`config.mk`:
```
export PLATFORM = sky130hd
export DESIGN_NAME = stereo_energy_downmix_top
export DESIGN_NICKNAME = d
export VERILOG_FILES = /design/src/hw/rtl/sed_pkg.sv /design/src/hw/rtl/sed_div.sv /design/src/hw/rtl/sed_datapath.sv /design/src/hw/rtl/sed_ctrl.sv /design/src/hw/rtl/stereo_energy_downmix_top.sv
export SDC_FILE = /design/constraint.sdc
export NUM_CORES = 2
export LEC_CHECK = 0
export BUFFER_PORTS_ARGS = -buffer_cell sky130_fd_sc_hd__buf_2
export CAP_MARGIN = 20
export CORE_MARGIN = 4
export CORE_UTILIZATION = 45
export CTS_BUF_LIST = sky130_fd_sc_hd__clkbuf_2 sky130_fd_sc_hd__clkbuf_4 sky130_fd_sc_hd__clkbuf_8
export CTS_CLUSTER_SIZE = 25
export DETAILED_ROUTE_END_ITERATION = 6
export GPL_TIMING_DRIVEN = 0
export PLACE_DENSITY = 0.61
export SYNTH_ARGS = -nofsm -noshare
export SYNTH_HDL_FRONTEND = slang
export SYNTH_SLANG_ARGS = --single-unit
```
`constraint.sdc`:
```
create_clock -name clk -period 9.9 [get_ports clk]
set_clock_uncertainty 0.1 [all_clocks]
set_input_delay 0.495 -clock clk [delete_from_list [all_inputs] [get_ports clk]]
set_output_delay 0.495 -clock clk [all_outputs]
set_load 0.005 [all_outputs]
```
`src/hw/rtl/sed_pkg.sv`:
```
// Shared constants, state encoding and control structs for the stereo energy downmix.
package sed_pkg;

  localparam int SAMPLE_W   = 16;
  localparam int MONO_W     = SAMPLE_W + 1;
  localparam int MAX_FRAME  = 256;
  localparam int FRAME_LOG  = $clog2(MAX_FRAME);
  localparam int LR_SQ_W    = 2 * SAMPLE_W - 1;
  localparam int MONO_SQ_W  = 2 * MONO_W - 1;
  localparam int LR_ACC_W   = LR_SQ_W + FRAME_LOG;
  localparam int MONO_ACC_W = MONO_SQ_W + FRAME_LOG;
  localparam int FRAC_W     = 16;
  localparam int Q_W        = 32;
  localparam int DIV_W      = MONO_ACC_W;
  localparam int DIV_CNT_W  = $clog2(Q_W + 1);

  typedef enum logic [3:0] {
    ST_IDLE,
    ST_SQUARE,
    ST_ACCUM,
    ST_EMIT,
    ST_SNAP,
    ST_BAL_GO,
    ST_BAL_WAIT,
    ST_MIX_GO,
    ST_MIX_WAIT
  } sed_state_t;

  typedef struct packed {
    logic capture;
    logic square;
    logic accum;
    logic snap;
    logic div_start;
    logic div_sel_mix;
    logic store_bal;
    logic store_mix;
    logic load_out;
  } sed_cmd_t;

  typedef struct packed {
    logic last;
    logic div_busy;
    logic div_done;
    logic out_free;
  } sed_status_t;

endpackage

```
`src/hw/rtl/sed_div.sv`:
```
// Restoring Q16.16 divider with saturation, one quotient bit per cycle.
module sed_div
  import sed_pkg::*;
(
  input  logic             clk,
  input  logic             rst,
  input  logic             start,
  input  logic [DIV_W-1:0] num,
  input  logic [DIV_W-1:0] den,
  output logic             busy,
  output logic             done,
  output logic [Q_W-1:0]   quot
);

  logic [DIV_W-1:0]     rem;
  logic [DIV_W-1:0]     dvsr;
  logic [Q_W-1:0]       low;
  logic [DIV_CNT_W-1:0] cnt;
  logic [DIV_W:0]       trial;
  logic                 fits;
  logic                 sat;

  // quotient overflows Q_W bits when num >= den << FRAC_W
  assign sat   = {{FRAC_W{1'b0}}, num} >= {den, {FRAC_W{1'b0}}};
  assign trial = {rem, low[Q_W-1]};
  assign fits  = trial >= {1'b0, dvsr};

  always_ff @(posedge clk) begin
    if (rst) begin
      busy <= 1'b0;
      done <= 1'b0;
      cnt  <= '0;
    end else if (start) begin
      if (sat) begin
        busy <= 1'b0;
        done <= 1'b1;
        quot <= '1;
      end else begin
        busy <= 1'b1;
        done <= 1'b0;
        cnt  <= DIV_CNT_W'(Q_W);
        // divisor held for the whole divide
        dvsr <= den;
        rem  <= num >> FRAC_W;
        low  <= {num[FRAC_W-1:0], {(Q_W-FRAC_W){1'b0}}};
        quot <= '0;
      end
    end else if (busy) begin
      if (fits) begin
        rem  <= DIV_W'(trial - {1'b0, dvsr});
        quot <= {quot[Q_W-2:0], 1'b1};
      end else begin
        rem  <= trial[DIV_W-1:0];
        quot <= {quot[Q_W-2:0], 1'b0};
      end
      low <= {low[Q_W-2:0], 1'b0};
      cnt <= cnt - DIV_CNT_W'(1);
      if (cnt == DIV_CNT_W'(1)) begin
        busy <= 1'b0;
        done <= 1'b1;
      end
    end else begin
      done <= 1'b0;
    end
  end

endmodule

```
`src/hw/rtl/sed_datapath.sv`:
```
// Datapath: sample capture, squares, saturating energy sums, ratio divides, output register.
module sed_datapath
  import sed_pkg::*;
(
  input  logic                       clk,
  input  logic                       rst,
  input  sed_cmd_t                   cmd,
  output sed_status_t                status,
  input  logic signed [SAMPLE_W-1:0] left_sample,
  input  logic signed [SAMPLE_W-1:0] right_sample,
  input  logic                       frame_end,
  output logic                       out_valid,
  input  logic                       out_stall,
  output logic signed [MONO_W-1:0]   mono_sample,
  output logic [Q_W-1:0]             balance_q16,
  output logic [Q_W-1:0]             mix_ratio_q16,
  output logic                       frame_done
);

  logic signed [SAMPLE_W-1:0] left_q;
  logic signed [SAMPLE_W-1:0] right_q;
  logic signed [MONO_W-1:0]   mono_q;
  logic                       last_q;

  logic signed [2*SAMPLE_W-1:0] prod_l;
  logic signed [2*SAMPLE_W-1:0] prod_r;
  logic signed [2*MONO_W-1:0]   prod_m;
  logic [LR_SQ_W-1:0]           sq_left;
  logic [LR_SQ_W-1:0]           sq_right;
  logic [MONO_SQ_W-1:0]         sq_mono;

  logic [LR_ACC_W-1:0]   acc_left;
  logic [LR_ACC_W-1:0]   acc_right;
  logic [MONO_ACC_W-1:0] acc_mono;
  logic [LR_ACC_W:0]     sum_left;
  logic [LR_ACC_W:0]     sum_right;
  logic [MONO_ACC_W:0]   sum_mono;

  logic [DIV_W-1:0] bal_num;
  logic [DIV_W-1:0] bal_den;
  logic [DIV_W-1:0] mix_num;
  logic [DIV_W-1:0] mix_den;
  logic [Q_W-1:0]   bal_q;
  logic [Q_W-1:0]   mix_q;
  logic [Q_W-1:0]   div_quot;
  logic             div_busy;
  logic             div_done;

  assign prod_l = left_q * left_q;
  assign prod_r = right_q * right_q;
  assign prod_m = mono_q * mono_q;

  assign sum_left  = {1'b0, acc_left}  + (LR_ACC_W+1)'(sq_left);
  assign sum_right = {1'b0, acc_right} + (LR_ACC_W+1)'(sq_right);
  assign sum_mono  = {1'b0, acc_mono}  + (MONO_ACC_W+1)'(sq_mono);

  always_ff @(posedge clk) begin
    if (cmd.capture) begin
      left_q  <= left_sample;
      right_q <= right_sample;
      mono_q  <= MONO_W'(left_sample) + MONO_W'(right_sample);
      last_q  <= frame_end;
    end
    if (cmd.square) begin
      sq_left  <= prod_l[LR_SQ_W-1:0];
      sq_right <= prod_r[LR_SQ_W-1:0];
      sq_mono  <= prod_m[MONO_SQ_W-1:0];
    end
  end

  // energy sums clamp at full scale on overlong frames
  always_ff @(posedge clk) begin
    if (rst || cmd.snap) begin
      acc_left  <= '0;
      acc_right <= '0;
      acc_mono  <= '0;
    end else if (cmd.accum) begin
      acc_left  <= sum_left[LR_ACC_W]    ? '1 : sum_left[LR_ACC_W-1:0];
      acc_right <= sum_right[LR_ACC_W]   ? '1 : sum_right[LR_ACC_W-1:0];
      acc_mono  <= sum_mono[MONO_ACC_W]  ? '1 : sum_mono[MONO_ACC_W-1:0];
    end
  end

  always_ff @(posedge clk) begin
    if (cmd.snap) begin
      bal_num <= DIV_W'(acc_left) + DIV_W'(1);
      bal_den <= DIV_W'(acc_right) + DIV_W'(1);
      mix_num <= acc_mono;
      mix_den <= DIV_W'(acc_left) + DIV_W'(acc_right) + DIV_W'(1);
    end
    if (cmd.store_bal) begin
      bal_q <= div_quot;
    end
    if (cmd.store_mix) begin
      mix_q <= div_quot;
    end
  end

  sed_div u_div (
    .clk   (clk),
    .rst   (rst),
    .start (cmd.div_start),
    .num   (cmd.div_sel_mix ? mix_num : bal_num),
    .den   (cmd.div_sel_mix ? mix_den : bal_den),
    .busy  (div_busy),
    .done  (div_done),
    .quot  (div_quot)
  );

  always_ff @(posedge clk) begin
    if (rst) begin
      out_valid <= 1'b0;
    end else if (cmd.load_out) begin
      out_valid <= 1'b1;
    end else if (!out_stall) begin
      out_valid <= 1'b0;
    end
  end

  always_ff @(posedge clk) begin
    if (cmd.load_out) begin
      mono_sample   <= mono_q;
      frame_done    <= last_q;
      balance_q16   <= last_q ? bal_q : '0;
      mix_ratio_q16 <= last_q ? mix_q : '0;
    end
  end

  assign status.last     = last_q;
  assign status.div_busy = div_busy;
  assign status.div_done = div_done;
  assign status.out_free = !out_valid || !out_stall;

endmodule

```
`src/hw/rtl/sed_ctrl.sv`:
```
// Controller state machine sequencing capture, accumulate, divides and output load.
module sed_ctrl
  import sed_pkg::*;
(
  input  logic        clk,
  input  logic        rst,
  input  logic        in_valid,
  output logic        in_stall,
  input  sed_status_t status,
  output sed_cmd_t    cmd
);

  sed_state_t state;
  sed_state_t state_next;

  always_ff @(posedge clk) begin
    if (rst) begin
      state <= ST_IDLE;
    end else begin
      state <= state_next;
    end
  end

  always_comb begin
    state_next = state;
    cmd        = '0;
    in_stall   = (state != ST_IDLE);
    unique case (state)
      ST_IDLE: begin
        if (in_valid) begin
          cmd.capture = 1'b1;
          state_next  = ST_SQUARE;
        end
      end
      ST_SQUARE: begin
        cmd.square = 1'b1;
        state_next = ST_ACCUM;
      end
      ST_ACCUM: begin
        cmd.accum = 1'b1;
        if (status.last) begin
          state_next = ST_SNAP;
        end else if (status.out_free) begin
          cmd.load_out = 1'b1;
          state_next   = ST_IDLE;
        end else begin
          state_next = ST_EMIT;
        end
      end
      ST_EMIT: begin
        if (status.out_free) begin
          cmd.load_out = 1'b1;
          state_next   = ST_IDLE;
        end
      end
      ST_SNAP: begin
        cmd.snap   = 1'b1;
        state_next = ST_BAL_GO;
      end
      ST_BAL_GO: begin
        cmd.div_start = 1'b1;
        state_next    = ST_BAL_WAIT;
      end
      ST_BAL_WAIT: begin
        if (status.div_done) begin
          cmd.store_bal = 1'b1;
          state_next    = ST_MIX_GO;
        end
      end
      ST_MIX_GO: begin
        cmd.div_start   = 1'b1;
        cmd.div_sel_mix = 1'b1;
        state_next      = ST_MIX_WAIT;
      end
      ST_MIX_WAIT: begin
        if (status.div_done) begin
          cmd.store_mix = 1'b1;
          state_next    = ST_EMIT;
        end
      end
      default: begin
        state_next = ST_IDLE;
      end
    endcase
  end

endmodule

```
`src/hw/rtl/stereo_energy_downmix_top.sv`:
```
// Top level of the stereo energy downmix: controller, datapath and checks.
// Non-final request: accepted, squared, accumulated; result loaded into the output register from
//   the accumulate state, or from the emit state while the output is stalled; next request taken after the load.
// Frame-end request: adds snapshot plus two 32-step divides on one shared divider;
//   a saturating ratio finishes without its divide steps.
// Reset (rst, synchronous): energy sums cleared, output register empty, controller idle.
module stereo_energy_downmix_top
  import sed_pkg::*;
(
  input  logic                       clk,
  input  logic                       rst,
  input  logic                       in_valid,
  output logic                       in_stall,
  input  logic signed [SAMPLE_W-1:0] left_sample,
  input  logic signed [SAMPLE_W-1:0] right_sample,
  input  logic                       frame_end,
  output logic                       out_valid,
  input  logic                       out_stall,
  output logic signed [MONO_W-1:0]   mono_sample,
  output logic [Q_W-1:0]             balance_q16,
  output logic [Q_W-1:0]             mix_ratio_q16,
  output logic                       frame_done
);

  // command and status between the controller and the datapath
  sed_cmd_t    cmd;
  sed_status_t status;

  // The controller takes a request only when idle; a finished result waits
  // in the controller until the output register frees, and no new request
  // is taken meanwhile.
  sed_ctrl u_ctrl (
    .clk      (clk),
    .rst      (rst),
    .in_valid (in_valid),
    .in_stall (in_stall),
    .status   (status),
    .cmd      (cmd)
  );

  // Datapath: 16x16 left/right and 17x17 mono squares registered before the saturating energy adds;
  // on frame end the sums are snapshotted into divider operands and cleared.
  sed_datapath u_dp (
    .clk           (clk),
    .rst           (rst),
    .cmd           (cmd),
    .status        (status),
    .left_sample   (left_sample),
    .right_sample  (right_sample),
    .frame_end     (frame_end),
    .out_valid     (out_valid),
    .out_stall     (out_stall),
    .mono_sample   (mono_sample),
    .balance_q16   (balance_q16),
    .mix_ratio_q16 (mix_ratio_q16),
    .frame_done    (frame_done)
  );

`ifndef SYNTHESIS
  // divider is never restarted mid-divide
  assert property (@(posedge clk) disable iff (rst)
    cmd.div_start |-> !status.div_busy)
    else $error("divider started while busy");

  // ratios only appear on a frame-end result
  assert property (@(posedge clk) disable iff (rst)
    (out_valid && !frame_done) |-> (balance_q16 == '0 && mix_ratio_q16 == '0))
    else $error("nonzero ratio on non-final result");

  // done is a one-cycle pulse
  assert property (@(posedge clk) disable iff (rst)
    status.div_done |=> !status.div_done)
    else $error("divider done held");

  // a captured request cannot coincide with an output load
  assert property (@(posedge clk) disable iff (rst)
    cmd.capture |-> !cmd.load_out)
    else $error("capture and output load overlap");
`endif

endmodule
```
# After elaboration in Yosys (flattened, before gate mapping)
# Index checks and enable logic that the tools add are counted.
dict set report totals {
  ff_bits 733
  input_bits 37
  elab_cells 124
}
dict set report op_classes {
  add_sub_neg 10
  mul 3
  order_cmp 2
  n_eq_ne 16
  muxes 49
  bitwise_logic 2
  n_reduce_logical 13
}
# operator count
set ops {}
lappend ops {{$mux 41} 7}
lappend ops {{$mux 32} 6}
lappend ops {{$add 39x1->40 const B} 2}
lappend ops {{$add 39x31->40} 2}
lappend ops {{$mux 39} 2}
lappend ops {{$mul 16x16->31} 2}
lappend ops {{$ge 41x57->1} 1}
lappend ops {{$add 41x33->42} 1}
lappend ops {{$ge 42x41->1} 1}
lappend ops {{$add 41x1->41 const B} 1}
lappend ops {{$sub 41x41->41} 1}
lappend ops {{$add 39x39->40} 1}
lappend ops {{$pmux 4 s9} 1}
lappend ops {{$mul 17x17->33} 1}
lappend ops {{$mux 1} 23}
lappend ops {{$mux 6} 3}
lappend ops {{$add 16x16->17} 1}
lappend ops {{$eq 4x3->1 const B} 4}
lappend ops {{$mux 4} 4}
lappend ops {{$eq 4x2->1 const B} 2}
lappend ops {{$eq 6x1->1 const B} 1}
lappend ops {{$ne 2x1->1 const B} 3}
lappend ops {{$ne 2x2->1 const B} 3}
lappend ops {{$reduce_and 3->1} 2}
lappend ops {{16 further kinds} 20}

# Depth between registers and ports, before layout
dict set report logic_depth {
  depth_word 6
  mapped_depth 29
  ltp_nobuf 27
}

# Hierarchy
# Synthesis repeated with hierarchy kept, for this count alone.
dict set report unflattened {
  hier_cells 6307
  hier_area_um2 64553.2
}
# module n_inst cells_each area_per_inst_um2 seq_area_each_um2
set by_module_without_submodules {}
lappend by_module_without_submodules {sed_datapath 1 5375 55265.5 15885.2}
lappend by_module_without_submodules {sed_div 1 885 8938.6 4063.9}
lappend by_module_without_submodules {sed_ctrl 1 47 349.1 80.1}

# Least setup slack after synthesis
# No wires, ideal clock.
dict set report synth_path {
  path_type {register to register}
  from {register u_ctrl.state[0]}
  to {register u_dp.sq_left[0] (enable)}
  t_arrival_ps 9483
  t_required_ps 9032
  slack_ps -451
  path_stages_with_launch 4
  period_less_slack_ps 10351
  cell_sequence {dfxtp_1 -> clkbuf_1 -> inv_1 -> nor4_1}
}
dict set report synth_via {
  elab_chain_len 2
}
# item line_no
set synth_rtl {}
lappend synth_rtl {{start, declared} sed_ctrl.sv:13} ;# sed_state_t state;
lappend synth_rtl {{start signal, assigned} sed_ctrl.sv:20} ;# state <= state_next;
lappend synth_rtl {{$eq 4x1->1} sed_ctrl.sv:28} ;# unique case (state)
lappend synth_rtl {{$mux 1} sed_ctrl.sv:28}
lappend synth_rtl {{end signal, assigned} sed_datapath.sv:65} ;# sq_left <= prod_l[LR_SQ_W-1:0];
lappend synth_rtl {{end, declared} sed_datapath.sv:28} ;# logic [LR_SQ_W-1:0] sq_left;
# No other way between the ends.
# A chain may end at the register's enable or synchronous reset.

# Final worst setup path
dict set report layout_path {
  from {register u_dp.mono_q[16]}
  to {register u_dp.sq_mono[31] (data pin)}
}
dict set report layout_via {
  elab_chain_len 1
}
# item line_no
set layout_rtl {}
lappend layout_rtl {{start, declared} sed_datapath.sv:22} ;# logic signed [MONO_W-1:0] mono_q;
lappend layout_rtl {{start signal, assigned} sed_datapath.sv:61} ;# mono_q <= MONO_W'(left_sample) + MONO_W'(right_sample);
lappend layout_rtl {{$mul 17x17->33} sed_datapath.sv:51} ;# assign prod_m = mono_q * mono_q;
lappend layout_rtl {{via u_dp.prod_m[31]} sed_datapath.sv:27} ;# logic signed [2*MONO_W-1:0] prod_m;
lappend layout_rtl {{end signal, assigned} sed_datapath.sv:67} ;# sq_mono <= prod_m[MONO_SQ_W-1:0];
lappend layout_rtl {{end, declared} sed_datapath.sv:30} ;# logic [MONO_SQ_W-1:0] sq_mono;
# The timed path passes the listed nets, and every way through them passes these cells.

==> metrics.txt <==
status completed; # DRC 0; Die Span Y 385 microns; busiest grt layer met2; Setup TNS Final 0 ns; met1 usage 0.297; cell repeated most along the worst path a21o_1; GR Util All Layers 0.217; Initial Util 0.453; max-slew violation count 0; share of cells above drive strength 1 0.0704; Critical Path AT 8.75 ns; worst min-delay path class input pin to flip-flop; CTS tree done; Clock Sinks 712; CP top delay family adder cells; min Tclk post-route 8.28 ns; DR vias 44,900; r2r setup slk 1.62 ns; startpoint types flip-flop; synthesized net count 7,559; slew of the pin with the lowest slew margin 0.946 ns; Num CTS Buffers 120; Hold Vio Cnt, Final 0; commonest non-fill, non-tap cell in the layout inv_1; grt met2 use 0.357; Cell Area, Synth 64,100 sq um; DR WL/cell 18.6 microns; asr flop ratio synth 0; Req. time, crit path 10.37 ns; DR pass1 iterations 6; Final setup viols 0; H-tree levels 3; Crit Path Max Fanout 10; synth unique cells 99; synthesized instance count 6,327; clk_lat worst skew 0.82 ns; Slew HR 0.368; yosys warns 0; critical path class flip-flop to flip-flop; Root Driver clkbuf_8; Rows 138; first-pass GRT wire length 254 mm; I/O pin total 121; buffers added on ports 120; max incr delay on CP 0.95 ns; CP Capture Type flip-flop; grt total ovfl 0; maximum clock frequency 0.121 GHz; post-CTS setup buffer count 0; met3 usage 0.0325; Horiz. Die Dim 385 microns; RD Place Congestion 0.897; Non-Filler Instances 8,625; Area Growth Syn to Fin 9.83%; commonest non-fill, non-tap cells in the layout inv_1, fa_1, edfxtp_1; dpl cells 8,357; Initial DRC Count 3,080; fillers 13,200; drt via density 5.20; #FFs+latches synth 712; fin nets 7,858; Synth Area per Inst 10.1 sq um; critical path's slowest cell fa_1; core region area 142,000 sq um; EDFF count, synth 580; die area 148,000 sq um; initial antenna violation count 10; RSZ-0062 raised after global routing false; Clock Path Buffers 3; Reg clk slew, reported paths 0.06 ns; vias in the first global route 45,800; max-cap violations 0; Post-Route WL 160 mm; DRT antenna net count 0; Tcrit/Tclk final 0.836; sequential fraction of the synthesis area 0.313; predominant post-synthesis flop cell edfxtp_1; post-DP HPWL 131 mm; Buffers & Inverters on Critical Path 6; largest net degree at the start of global routing 75
[what timing repair did]
action,in CTS,in global routing
endpoints found under the hold margin,43,0
hold buffers,36,0
gates resized for setup,0,0
[metrics by stage]
step / hold slack (ns) / cell area [sq um] / setup WS [ns] / utilization
2_1_floorplan: 0.321 / 64100 / 3.00 / -
3_3_place_gp: 0.327 / 67000 / 0.489 / 0.474
3_5_place_dp: 0.338 / 67400 / 1.61 / 0.476
4_1_cts: 0.223 / 70400 / 1.58 / 0.497
5_1_grt: 0.294 / 70400 / 1.13 / 0.497
6_report: 0.313 / 70400 / 1.62 / 0.497
[cell type report]
cell class	instances	area [sq um]	share of cell area
antenna	3	7.51	0.000107
timing repair buffer	177	1270	0.0181
clock inverter	61	553	0.00786
buffer	192	742	0.0105
sequential	712	20100	0.285
multi-input combinational	4257	39000	0.554
inverter	1166	4380	0.0622
tap	1890	2360	0.0336
clock buffer	167	2040	0.0290
[Yosys cell counts, drive strengths merged, types with 16 or more instances]
cell type	number	area share
dfxtp	132	0.041
a31o	23	0.0031
a21oi	382	0.030
mux2	44	0.0077
o21ai	240	0.019
or3	17	0.0017
and2	222	0.022
xor2	134	0.018
xnor2	268	0.037
nand3	97	0.0077
inv	1165	0.068
o31ai	17	0.0020
a211oi	25	0.0030
edfxtp	580	0.27
nor3	65	0.0052
a31oi	35	0.0034
nor4	27	0.0031
o21bai	53	0.0064
fa	723	0.23
and3	56	0.0055
o21a	28	0.0033
ha	472	0.092
nand2	478	0.028
nand4	52	0.0051
buf	16	0.0013
nand2b	38	0.0037
clkbuf	176	0.010
mux2i	55	0.0086
a21o	135	0.016
nor2b	49	0.0048
nor2	342	0.020
[state kept, by name, indices dropped and copies added (netlist names), 4 cells and up]
signal,count
u_dp.left_q,16
u_dp.sq_right,30
u_dp.mix_ratio_q16,32
u_dp.bal_q,32
u_dp.mono_sample,17
u_dp.u_div.low,16
u_dp.acc_left,39
u_dp.sq_mono,32
u_dp.mix_q,32
u_dp.u_div.dvsr,41
u_dp.acc_right,39
u_dp.right_q,16
u_dp.mix_den,41
u_dp.mix_num,41
u_dp.u_div.rem,41
u_dp.bal_den,40
u_dp.balance_q16,32
u_ctrl.state,4
u_dp.bal_num,40
u_dp.u_div.cnt,6
u_dp.mono_q,17
u_dp.u_div.quot,32
u_dp.acc_mono,41
u_dp.sq_left,30
[final timing paths]
kind,startpoint,endpoint,depth (start not counted)
worst max-delay path,u_dp.mono_q[16],u_dp.sq_mono[31],25
worst max register to register,u_dp.mono_q[16],u_dp.sq_mono[31],25
worst min register to register,u_dp.u_div.quot[31],u_dp.mix_q[31],0
worst min-delay path,right_sample[8],u_dp.right_q[8],2
[metal layers]
metal / wire (microns) / vias to the layer above
li1: - / 21500
met1: 70700 / 22000
met2: 74800 / 1196
met3: 9540 / 228
met4: 5100 / 0
met5: 0 / -
[kinds of logic (layout without fill, tap and decap cells)]
family / Yosys count / count (layout) / synth area share
AND/OR/NAND/NOR: 1488 / 1488 / 0.113
adder cells (fa/ha/maj): 1195 / 1195 / 0.318
multiplexers: 99 / 99 / 0.0163
XOR/XNOR: 402 / 402 / 0.0550
AO/OA/AOI/OAI: 1073 / 1073 / 0.105
flip-flops: 712 / 712 / 0.313
buffers and inverters: 1358 / 1763 / 0.0799
other: 0 / 3 / 0
Power is left out: the tool's default activity adds up to more than one toggle a clock period on the data nets, which glitch-free logic cannot reach.
